### src/rtl/assert_macros.svh
// Assertion helpers shared by the frame builder modules.
`ifndef ASSERT_MACROS_SVH
`define ASSERT_MACROS_SVH

// Checked at every clock edge outside reset.
`define SCB_ASSERT(lbl, clk, rstn, prop, msg) \
    lbl: assert property (@(posedge clk) disable iff (!rstn) (prop)) else $error(msg);

// Checked at every clock edge, reset included.
`define SCB_ASSERT_ALWAYS(lbl, clk, prop, msg) \
    lbl: assert property (@(posedge clk) (prop)) else $error(msg);

`endif

### src/rtl/scb_pkg.sv
package scb_pkg;

    // Register indexes of the configuration port.
    localparam logic CFG_IDX_W = 1'b0;
    localparam logic REG_MAX_FRAME_BYTES = 1'b0;
    localparam logic REG_START_BYTE      = 1'b1;

    // Reset values of the configuration registers.
    localparam logic [8:0] MAX_FRAME_RESET  = 9'd258;
    localparam logic [7:0] START_BYTE_RESET = 8'd85;

    // Frame arithmetic.
    localparam logic [7:0] LEN_OVERHEAD   = 8'd3;
    localparam logic [8:0] FRAME_OVERHEAD = 9'd6;
    localparam logic [7:0] MAX_COUNT      = 8'd252;

    // Input action codes.
    localparam logic ACT_HEADER  = 1'b0;
    localparam logic ACT_PAYLOAD = 1'b1;

    // Depth of the job queue between front and back.
    localparam int QUEUE_DEPTH = 4;

    // Byte positions inside one job.
    localparam int STEP_W = 3;
    localparam logic [STEP_W-1:0] STEP_SYNC_A   = 3'd0;
    localparam logic [STEP_W-1:0] STEP_SYNC_B   = 3'd1;
    localparam logic [STEP_W-1:0] STEP_ID       = 3'd2;
    localparam logic [STEP_W-1:0] STEP_LEN      = 3'd3;
    localparam logic [STEP_W-1:0] STEP_CMD      = 3'd4;
    localparam logic [STEP_W-1:0] STEP_HDR_CHK  = 3'd5;
    localparam logic [STEP_W-1:0] STEP_DATA     = 3'd0;
    localparam logic [STEP_W-1:0] STEP_DATA_CHK = 3'd1;
    localparam logic [STEP_W-1:0] STEP_REJECT   = 3'd0;

    typedef struct packed {
        logic       action;
        logic [7:0] servo_id;
        logic [7:0] command_code;
        logic [7:0] payload_count;
        logic [7:0] payload_byte;
    } in_item_t;

    typedef struct packed {
        logic [7:0] frame_byte;
        logic       status;
        logic       end_of_frame;
    } out_item_t;

    typedef enum logic [1:0] {
        JOB_HEADER,
        JOB_REJECT,
        JOB_PAYLOAD
    } job_kind_t;

    // One classified item, ready to be expanded into output bytes.
    typedef struct packed {
        job_kind_t  kind;
        logic [7:0] data;      // servo id on a header, the byte on a payload
        logic [7:0] len;
        logic [7:0] cmd;
        logic [7:0] chk;
        logic       with_chk;  // the checksum byte closes this job
    } job_t;

    typedef struct packed {
        logic valid;
        job_t job;
    } job_push_t;

endpackage

### src/rtl/scb_queue.sv
`include "assert_macros.svh"

module scb_queue #(
    parameter int DEPTH = scb_pkg::QUEUE_DEPTH
) (
    input  logic             aclk,
    input  logic             aresetn,
    input  scb_pkg::job_push_t push,
    output logic             full,
    input  logic             pop,
    output logic             head_valid,
    output scb_pkg::job_t    head_data
);

    localparam int PTR_W = $clog2(DEPTH);
    localparam int CNT_W = $clog2(DEPTH + 1);

    scb_pkg::job_t mem [DEPTH];

    logic [PTR_W-1:0] wr_ptr_reg, wr_ptr_next;
    logic [PTR_W-1:0] rd_ptr_reg, rd_ptr_next;
    logic [CNT_W-1:0] count_reg, count_next;

    function automatic logic [PTR_W-1:0] ptr_inc(input logic [PTR_W-1:0] p);
        logic [PTR_W-1:0] r;
        r = (p == PTR_W'(DEPTH - 1)) ? '0 : p + 1'b1;
        return r;
    endfunction

    assign full       = (count_reg == CNT_W'(DEPTH));
    assign head_valid = (count_reg != '0);
    assign head_data  = mem[rd_ptr_reg];

    // Pointer and fill count updates.
    always_comb begin
        wr_ptr_next = push.valid ? ptr_inc(wr_ptr_reg) : wr_ptr_reg;
        rd_ptr_next = pop ? ptr_inc(rd_ptr_reg) : rd_ptr_reg;
        count_next  = count_reg;
        if (push.valid && !pop) begin
            count_next = count_reg + 1'b1;
        end else if (!push.valid && pop) begin
            count_next = count_reg - 1'b1;
        end
    end

    always_ff @(posedge aclk) begin
        if (!aresetn) begin
            wr_ptr_reg <= '0;
            rd_ptr_reg <= '0;
            count_reg  <= '0;
        end else begin
            wr_ptr_reg <= wr_ptr_next;
            rd_ptr_reg <= rd_ptr_next;
            count_reg  <= count_next;
        end
    end

    // Job storage needs no reset.
    always_ff @(posedge aclk) begin
        if (push.valid) begin
            mem[wr_ptr_reg] <= push.job;
        end
    end

    `SCB_ASSERT(a_no_overflow, aclk, aresetn, push.valid |-> !full, "job pushed into a full queue")
    `SCB_ASSERT(a_no_underflow, aclk, aresetn, pop |-> head_valid, "job popped from an empty queue")

endmodule

### src/rtl/scb_front.sv
module scb_front (
    input  logic                aclk,
    input  logic                aresetn,
    input  logic                s_valid,
    output logic                s_ready,
    input  scb_pkg::in_item_t   s_item,
    input  logic [8:0]          max_frame_bytes,
    input  logic                queue_full,
    output scb_pkg::job_push_t  push
);

    logic       frame_open_reg, frame_open_next;
    logic [7:0] bytes_left_reg, bytes_left_next;
    logic [7:0] running_sum_reg, running_sum_next;

    logic       accept;
    logic [8:0] hdr_total;
    logic [7:0] hdr_len;
    logic [7:0] hdr_sum;
    logic       hdr_reject;
    logic [7:0] pay_sum;
    logic [7:0] pay_left;

    assign s_ready = !queue_full;
    assign accept  = s_valid && s_ready;

    // Header checks and sums.
    assign hdr_total  = {1'b0, s_item.payload_count} + scb_pkg::FRAME_OVERHEAD;
    assign hdr_len    = s_item.payload_count + scb_pkg::LEN_OVERHEAD;
    assign hdr_sum    = s_item.servo_id + hdr_len + s_item.command_code;
    assign hdr_reject = (s_item.payload_count > scb_pkg::MAX_COUNT)
                        || (hdr_total > max_frame_bytes);

    // Payload bookkeeping.
    assign pay_sum  = running_sum_reg + s_item.payload_byte;
    assign pay_left = bytes_left_reg - 1'b1;

    // Classify the accepted item and update the frame state.
    always_comb begin
        frame_open_next  = frame_open_reg;
        bytes_left_next  = bytes_left_reg;
        running_sum_next = running_sum_reg;
        push.valid        = 1'b0;
        push.job.kind     = scb_pkg::JOB_HEADER;
        push.job.data     = s_item.servo_id;
        push.job.len      = hdr_len;
        push.job.cmd      = s_item.command_code;
        push.job.chk      = ~hdr_sum;
        push.job.with_chk = 1'b0;
        if (accept) begin
            if (s_item.action == scb_pkg::ACT_HEADER) begin
                // A new header abandons any open frame.
                frame_open_next  = 1'b0;
                bytes_left_next  = '0;
                running_sum_next = '0;
                push.valid       = 1'b1;
                if (hdr_reject) begin
                    push.job.kind = scb_pkg::JOB_REJECT;
                end else if (s_item.payload_count == '0) begin
                    push.job.with_chk = 1'b1;
                end else begin
                    frame_open_next  = 1'b1;
                    bytes_left_next  = s_item.payload_count;
                    running_sum_next = hdr_sum;
                end
            end else if (frame_open_reg) begin
                push.valid    = 1'b1;
                push.job.kind = scb_pkg::JOB_PAYLOAD;
                push.job.data = s_item.payload_byte;
                push.job.chk  = ~pay_sum;
                bytes_left_next  = pay_left;
                running_sum_next = pay_sum;
                if (pay_left == '0) begin
                    push.job.with_chk = 1'b1;
                    frame_open_next   = 1'b0;
                    running_sum_next  = '0;
                end
            end
        end
    end

    always_ff @(posedge aclk) begin
        if (!aresetn) begin
            frame_open_reg  <= 1'b0;
            bytes_left_reg  <= '0;
            running_sum_reg <= '0;
        end else begin
            frame_open_reg  <= frame_open_next;
            bytes_left_reg  <= bytes_left_next;
            running_sum_reg <= running_sum_next;
        end
    end

endmodule

### src/rtl/scb_back.sv
`include "assert_macros.svh"

module scb_back (
    input  logic                aclk,
    input  logic                aresetn,
    input  logic                head_valid,
    input  scb_pkg::job_t       head_data,
    output logic                pop,
    input  logic [7:0]          start_byte,
    output logic                m_valid,
    input  logic                m_ready,
    output scb_pkg::out_item_t  m_item
);

    logic [scb_pkg::STEP_W-1:0] step_reg, step_next;
    logic [scb_pkg::STEP_W-1:0] last_step;
    logic                       m_valid_reg, m_valid_next;
    scb_pkg::out_item_t         m_item_reg, m_item_next;
    logic                       out_free;
    logic                       emit;

    assign out_free = !m_valid_reg || m_ready;
    assign emit     = head_valid && out_free;
    assign pop      = emit && (step_reg == last_step);
    assign m_valid  = m_valid_reg;
    assign m_item   = m_item_reg;

    // Last byte position of the job at the queue head.
    always_comb begin
        unique case (head_data.kind)
            scb_pkg::JOB_HEADER:
                last_step = head_data.with_chk ? scb_pkg::STEP_HDR_CHK : scb_pkg::STEP_CMD;
            scb_pkg::JOB_PAYLOAD:
                last_step = head_data.with_chk ? scb_pkg::STEP_DATA_CHK : scb_pkg::STEP_DATA;
            default:
                last_step = scb_pkg::STEP_REJECT;
        endcase
    end

    // Select the byte for the current position of the head job.
    always_comb begin
        m_item_next.frame_byte   = head_data.chk;
        m_item_next.status       = 1'b0;
        m_item_next.end_of_frame = 1'b0;
        unique case (head_data.kind)
            scb_pkg::JOB_HEADER: begin
                unique case (step_reg)
                    scb_pkg::STEP_SYNC_A: m_item_next.frame_byte = start_byte;
                    scb_pkg::STEP_SYNC_B: m_item_next.frame_byte = start_byte;
                    scb_pkg::STEP_ID:     m_item_next.frame_byte = head_data.data;
                    scb_pkg::STEP_LEN:    m_item_next.frame_byte = head_data.len;
                    scb_pkg::STEP_CMD:    m_item_next.frame_byte = head_data.cmd;
                    default:              m_item_next.end_of_frame = 1'b1;
                endcase
            end
            scb_pkg::JOB_PAYLOAD: begin
                if (step_reg == scb_pkg::STEP_DATA) begin
                    m_item_next.frame_byte = head_data.data;
                end else begin
                    m_item_next.end_of_frame = 1'b1;
                end
            end
            default: begin
                m_item_next.frame_byte   = '0;
                m_item_next.status       = 1'b1;
                m_item_next.end_of_frame = 1'b1;
            end
        endcase
    end

    // Step counter and output register control.
    always_comb begin
        step_next    = step_reg;
        m_valid_next = m_valid_reg;
        if (out_free) begin
            m_valid_next = head_valid;
        end
        if (emit) begin
            step_next = (step_reg == last_step) ? '0 : step_reg + 1'b1;
        end
    end

    always_ff @(posedge aclk) begin
        if (!aresetn) begin
            step_reg    <= '0;
            m_valid_reg <= 1'b0;
        end else begin
            step_reg    <= step_next;
            m_valid_reg <= m_valid_next;
        end
    end

    always_ff @(posedge aclk) begin
        if (emit) begin
            m_item_reg <= m_item_next;
        end
    end

    `SCB_ASSERT(a_step_in_range, aclk, aresetn, head_valid |-> step_reg <= last_step, "byte position past the end of the job")
    `SCB_ASSERT(a_job_held_midway, aclk, aresetn, (step_reg != '0) |-> head_valid, "job left the queue before its last byte")
    `SCB_ASSERT_ALWAYS(a_reset_clears, aclk, !aresetn |=> (!m_valid_reg && step_reg == '0), "output or step not cleared by reset")

endmodule

### src/rtl/servo_command_frame_builder_core.sv
// Servo bus command frame builder. Header items (action 0) open a frame and
// payload items (action 1) supply its parameter bytes; results come out one
// frame byte per transfer: start byte twice, id, length (count + 3), command,
// the payload bytes, then the inverted 8-bit checksum with end_of_frame set.
// A header whose frame (count + 6 bytes) exceeds max_frame_bytes, or whose
// count is above 252, gives a single result with status and end_of_frame set
// and frame_byte zero; its payload items are then dropped without a result.
// The input side takes one item per cycle while the job queue (QUEUE_DEPTH
// entries) has room, so it keeps accepting while results wait downstream.
// The output byte sequencer emits one byte per cycle unless m_ready stalls
// it, which sets the rate: a header gives 5 bytes (6 with no payload), a
// payload item 1 (2 for the last one, which carries the checksum), a
// rejection 1, and an ignored payload item none. Write the configuration
// registers only while no frame bytes are in flight.
module servo_command_frame_builder_core #(
    parameter int QUEUE_DEPTH = scb_pkg::QUEUE_DEPTH
) (
    input  logic                aclk,
    input  logic                aresetn,
    input  logic                s_valid,
    output logic                s_ready,
    input  scb_pkg::in_item_t   s_item,
    output logic                m_valid,
    input  logic                m_ready,
    output scb_pkg::out_item_t  m_item,
    input  logic                cfg_we,
    input  logic                cfg_index,
    input  logic [8:0]          cfg_wdata
);

    logic [8:0]         max_frame_bytes_reg;
    logic [7:0]         start_byte_reg;
    scb_pkg::job_push_t push;
    logic               queue_full;
    logic               pop;
    logic               head_valid;
    scb_pkg::job_t      head_data;

    // Configuration registers.
    always_ff @(posedge aclk) begin
        if (!aresetn) begin
            max_frame_bytes_reg <= scb_pkg::MAX_FRAME_RESET;
            start_byte_reg      <= scb_pkg::START_BYTE_RESET;
        end else if (cfg_we) begin
            unique case (cfg_index)
                scb_pkg::REG_MAX_FRAME_BYTES: max_frame_bytes_reg <= cfg_wdata;
                scb_pkg::REG_START_BYTE:      start_byte_reg      <= cfg_wdata[7:0];
                default: ;
            endcase
        end
    end

    scb_front u_front (
        .aclk            (aclk),
        .aresetn         (aresetn),
        .s_valid         (s_valid),
        .s_ready         (s_ready),
        .s_item          (s_item),
        .max_frame_bytes (max_frame_bytes_reg),
        .queue_full      (queue_full),
        .push            (push)
    );

    scb_queue #(
        .DEPTH (QUEUE_DEPTH)
    ) u_queue (
        .aclk       (aclk),
        .aresetn    (aresetn),
        .push       (push),
        .full       (queue_full),
        .pop        (pop),
        .head_valid (head_valid),
        .head_data  (head_data)
    );

    scb_back u_back (
        .aclk       (aclk),
        .aresetn    (aresetn),
        .head_valid (head_valid),
        .head_data  (head_data),
        .pop        (pop),
        .start_byte (start_byte_reg),
        .m_valid    (m_valid),
        .m_ready    (m_ready),
        .m_item     (m_item)
    );

endmodule
### config.mk
export PLATFORM = sky130hd
export DESIGN_NAME = servo_command_frame_builder_core
export DESIGN_NICKNAME = d
export VERILOG_FILES = /design/src/rtl/scb_pkg.sv /design/src/rtl/scb_queue.sv /design/src/rtl/scb_front.sv /design/src/rtl/scb_back.sv /design/src/rtl/servo_command_frame_builder_core.sv
export VERILOG_INCLUDE_DIRS = /design/src /design/src/rtl
export SDC_FILE = /design/constraint.sdc
export NUM_CORES = 1
export LEC_CHECK = 0
export BUFFER_PORTS_ARGS = -buffer_cell sky130_fd_sc_hd__buf_4
export CAP_MARGIN = 15
export CORE_MARGIN = 3
export CORE_UTILIZATION = 61
export CTS_CLUSTER_DIAMETER = 120
export CTS_CLUSTER_SIZE = 8
export DETAILED_ROUTE_END_ITERATION = 16
export GPL_ROUTABILITY_DRIVEN = 0
export PLACE_DENSITY = 0.8
export REMOVE_ABC_BUFFERS = 1
export SKIP_CTS_REPAIR_TIMING = 1
export SLEW_MARGIN = 20
export SYNTH_ARGS = -nofsm -noshare
export SYNTH_HDL_FRONTEND = slang
export SYNTH_HIERARCHICAL = 1
export SYNTH_SLANG_ARGS = --single-unit
### constraint.sdc
create_clock -name aclk -period 5.6 [get_ports aclk]
set_input_delay 1.12 -clock aclk [delete_from_list [all_inputs] [get_ports aclk]]
set_output_delay 1.12 -clock aclk [all_outputs]
set_load 0.05 [all_outputs]
==> results.ini <==
[outcome]
status = complete, no violations

[clock_network]
insertion_delay_ps = 430
clock_path_buffers = 2
cts_tree = done
root_buffer = clkbuf_16
cts.clk_slew.worst_paths_ps = 70
cts_htree_levels = 4
cts_sinks = 197
cts_buffers = 17

[critical_path]
reg2reg_slack_ps = 1890
crit_arrival_ps = 4700
startpoint_type = input pin
r2r-start = u_queue/count_reg[2]
crit_path_end_kind = flip-flop
cp_data_required_time_ps = 5960
crit_path_max_fanout = 8
cp_cell_sequence = buf_4, inv_1, ha_1, xnor2_1, fa_1, fa_1, a21o_1, a21oi_1, o21ai_0, xnor3_1, or4b_1, a31oi_1
r2r-end = u_queue/mem[2][3]
ff2ff_path_depth = 6
timing.critical_path.mode_cell = fa_1
slowest_delay_ps = 550
worstSetupPathType = in -> reg
critPathSlowestCell = fa_1

[floorplan]
die_area_sq_um = 17600
dieWidth_um = 133
coreArea_sq_um = 15500
pin_count = 60
initial_core_util_pct = 63.3
dieHeight_um = 133
row_count = 45

[worst_hold_path]
holdPathStages = 2
hold_end = max_frame_bytes_reg[5]
hp-class = reg -> reg
worstHoldStart = max_frame_bytes_reg[5]

[synth]
syn_area_sq_um = 9810
avgSynthCellArea_sq_um = 13.7
seq_area_frac_synth_pct = 55.5
synth-edff-count = 150
synth_top_family_by_area = multiplexers
synth_compound_area_share_pct = 9.15
synth_cell_types = 74
yosys.area_share.simple_pct = 8.87
synth_mux_area_share_pct = 11.1
synth-adder-area-share_pct = 7.15
synthCells = 718
ys_seq_elements = 197
yosys_most_used_dff = edfxtp_1
synth_xor_area_share_pct = 3.16
postSynth.asyncResetShare_pct = 0
ys_warn_count = 6

[cells_and_area]
layout_commonest_cell = edfxtp_1
layout_common_cells = edfxtp_1, buf_4, nand2_1
layout.nets = 859
syn2layout_area_growth_pct = 10.4
largest_reg_flops = 140
fin_util_pct = 69.9
layout-drive-gt1-share_pct = 20.0
final_area_sq_um = 10800
diodes = 0

[routing]
vias = 6207
ant_nets = 0
drc = 0
vias_per_cell = 6.30
first_pass_iters = 5
drt_iter0_drc = 696
wl_per_cell_um = 22.5
wirelength_um = 22200

[timing]
grt_setup_unrepaired = no
setup_viol = 0
fin_tns_setup_ps = 0
skew_ps = 11.5
whs_ps = 464
timing.fmax_mhz = 231
worst_pin_slew_ps = 1100
fin_crit_ps = 4330
drv_slew = 0
period_share_pct = 77.4
slew_headroom_pct = 26.2
hold_violations = 0

[power_and_ir_drop]
ir_worst_vdd_mv = 0.273
p_per_area_nw_per_um2 = 435
leakagePower_nw = 4.06

[grt]
gr-total-overflow = 0
grt_pass1_wl_um = 35400
grtUsageTotal_pct = 26.1
grt_max_degree = 54
grt_pass1_vias = 6368
antenna_found_initial = 0

[placed_design]
postPlaceCellArea_sq_um = 10200
port_buffers = 59
dp.final_hpwl_um = 15400

[flow_run]
drv_cap = 0

[per-stage QoR]
step	std cells	setup WS, ps	total power [mW]
after global placement	953	1020	3.44
after global routing	985	1080	4.92
final	985	1270	4.71
after detailed placement	953	875	3.51
after CTS	985	1340	4.71
after floorplan	673	1340	3.05
[cell type report]
type                            instances  area [sq um]
Timing Repair Buffer                   69           518
Multi-Input combinational cell        438          3870
Clock inverter                         15           150
Tap cell                              211           264
Fill cell                            1049          4660
Sequential cell                       197          5450
Inverter                               38           143
Clock buffer                           17           425
[kinds of logic (layout without fill, tap and decap cells)]
kind of cell,after synthesis,after routing
AOI/OAI and AO/OA,121,121
xor gates and xnor gates,33,33
adders and majority gates,50,50
buffers and inverters,83,139
DFF,197,197
muxes,63,63
and+or+nand+nor,171,171
[power breakdown]
| group | total [mW] | internal (mW) | switching, mW |
|---|---|---|---|
| Clock | 1.20 | 0.660 | 0.540 |
| Sequential | 1.92 | 1.81 | 0.112 |
| Combinational | 1.59 | 0.647 | 0.944 |
| Total | 4.71 | 3.11 | 1.60 |
[critical path: cells and delay by family]
| family | cells | cell delay, ps |
|---|---|---|
| xor+xnor | 2 | 760 |
| compound gates | 4 | 760 |
| fa+ha+maj | 3 | 1300 |
| buf+inv | 2 | 230 |
| simple gates | 1 | 520 |
[synthesized netlist by cell type, types with 2 or more instances]
| cell type | n | share of area (%) |
|---|---|---|
| a21boi_0 | 4 | 0.31 |
| a21o_1 | 8 | 0.61 |
| a21o_2 | 2 | 0.18 |
| a21oi_1 | 19 | 0.97 |
| a221oi_1 | 9 | 0.80 |
| a22o_1 | 8 | 0.71 |
| a22oi_1 | 3 | 0.23 |
| a31oi_1 | 10 | 0.64 |
| and2_1 | 7 | 0.45 |
| and3_1 | 2 | 0.13 |
| and4_1 | 2 | 0.18 |
| buf_1 | 2 | 0.077 |
| buf_12 | 3 | 0.61 |
| buf_2 | 8 | 0.41 |
| buf_4 | 9 | 0.69 |
| buf_6 | 9 | 1.0 |
| clkbuf_1 | 10 | 0.38 |
| clkbuf_2 | 2 | 0.10 |
| clkbuf_8 | 2 | 0.28 |
| dfxtp_1 | 47 | 9.6 |
| edfxtp_1 | 150 | 46 |
| fa_1 | 10 | 2.0 |
| ha_1 | 40 | 5.1 |
| inv_1 | 36 | 1.4 |
| mux2i_1 | 27 | 2.8 |
| mux4_1 | 5 | 1.3 |
| mux4_2 | 30 | 6.9 |
| nand2_1 | 67 | 2.6 |
| nand2b_1 | 3 | 0.19 |
| nand3_1 | 28 | 1.4 |
| nand3b_1 | 4 | 0.31 |
| nor2_1 | 23 | 0.88 |
| nor2_4 | 2 | 0.23 |
| nor2b_1 | 12 | 0.77 |
| nor3_1 | 5 | 0.26 |
| nor3b_1 | 2 | 0.15 |
| o211ai_1 | 7 | 0.54 |
| o21ai_0 | 27 | 1.4 |
| o221ai_2 | 8 | 1.2 |
| or2b_1 | 2 | 0.15 |
| or3_1 | 2 | 0.13 |
| xnor2_1 | 21 | 1.9 |
| xor2_1 | 10 | 0.89 |
[metal layers]
metal | global-route usage, % | part of all wire (%) | up-vias
met5 | 0 | 0 | -
met4 | 8.83 | 2.4 | 0
met3 | 5.17 | 7.4 | 40
met2 | 43.7 | 50 | 294
met1 | 34.4 | 40 | 3102
li1 | - | - | 2771
[how the worst max path moves through the flow]
stage / endpoint / slack, ps / from / depth (start not counted)
after global routing: u_front/running_sum_reg[7] / 1080 / s_item[8] / 12
after floorplan: u_front/running_sum_reg[7] / 1340 / s_item[8] / 11
after detailed placement: u_front/running_sum_reg[7] / 880 / s_item[8] / 12
after CTS: u_front/running_sum_reg[7] / 1340 / s_item[8] / 12
final: u_front/running_sum_reg[7] / 1270 / s_item[8] / 12
after global placement: u_front/running_sum_reg[7] / 1020 / s_item[8] / 12
Note: power is estimated with default switching activity, not from simulation.
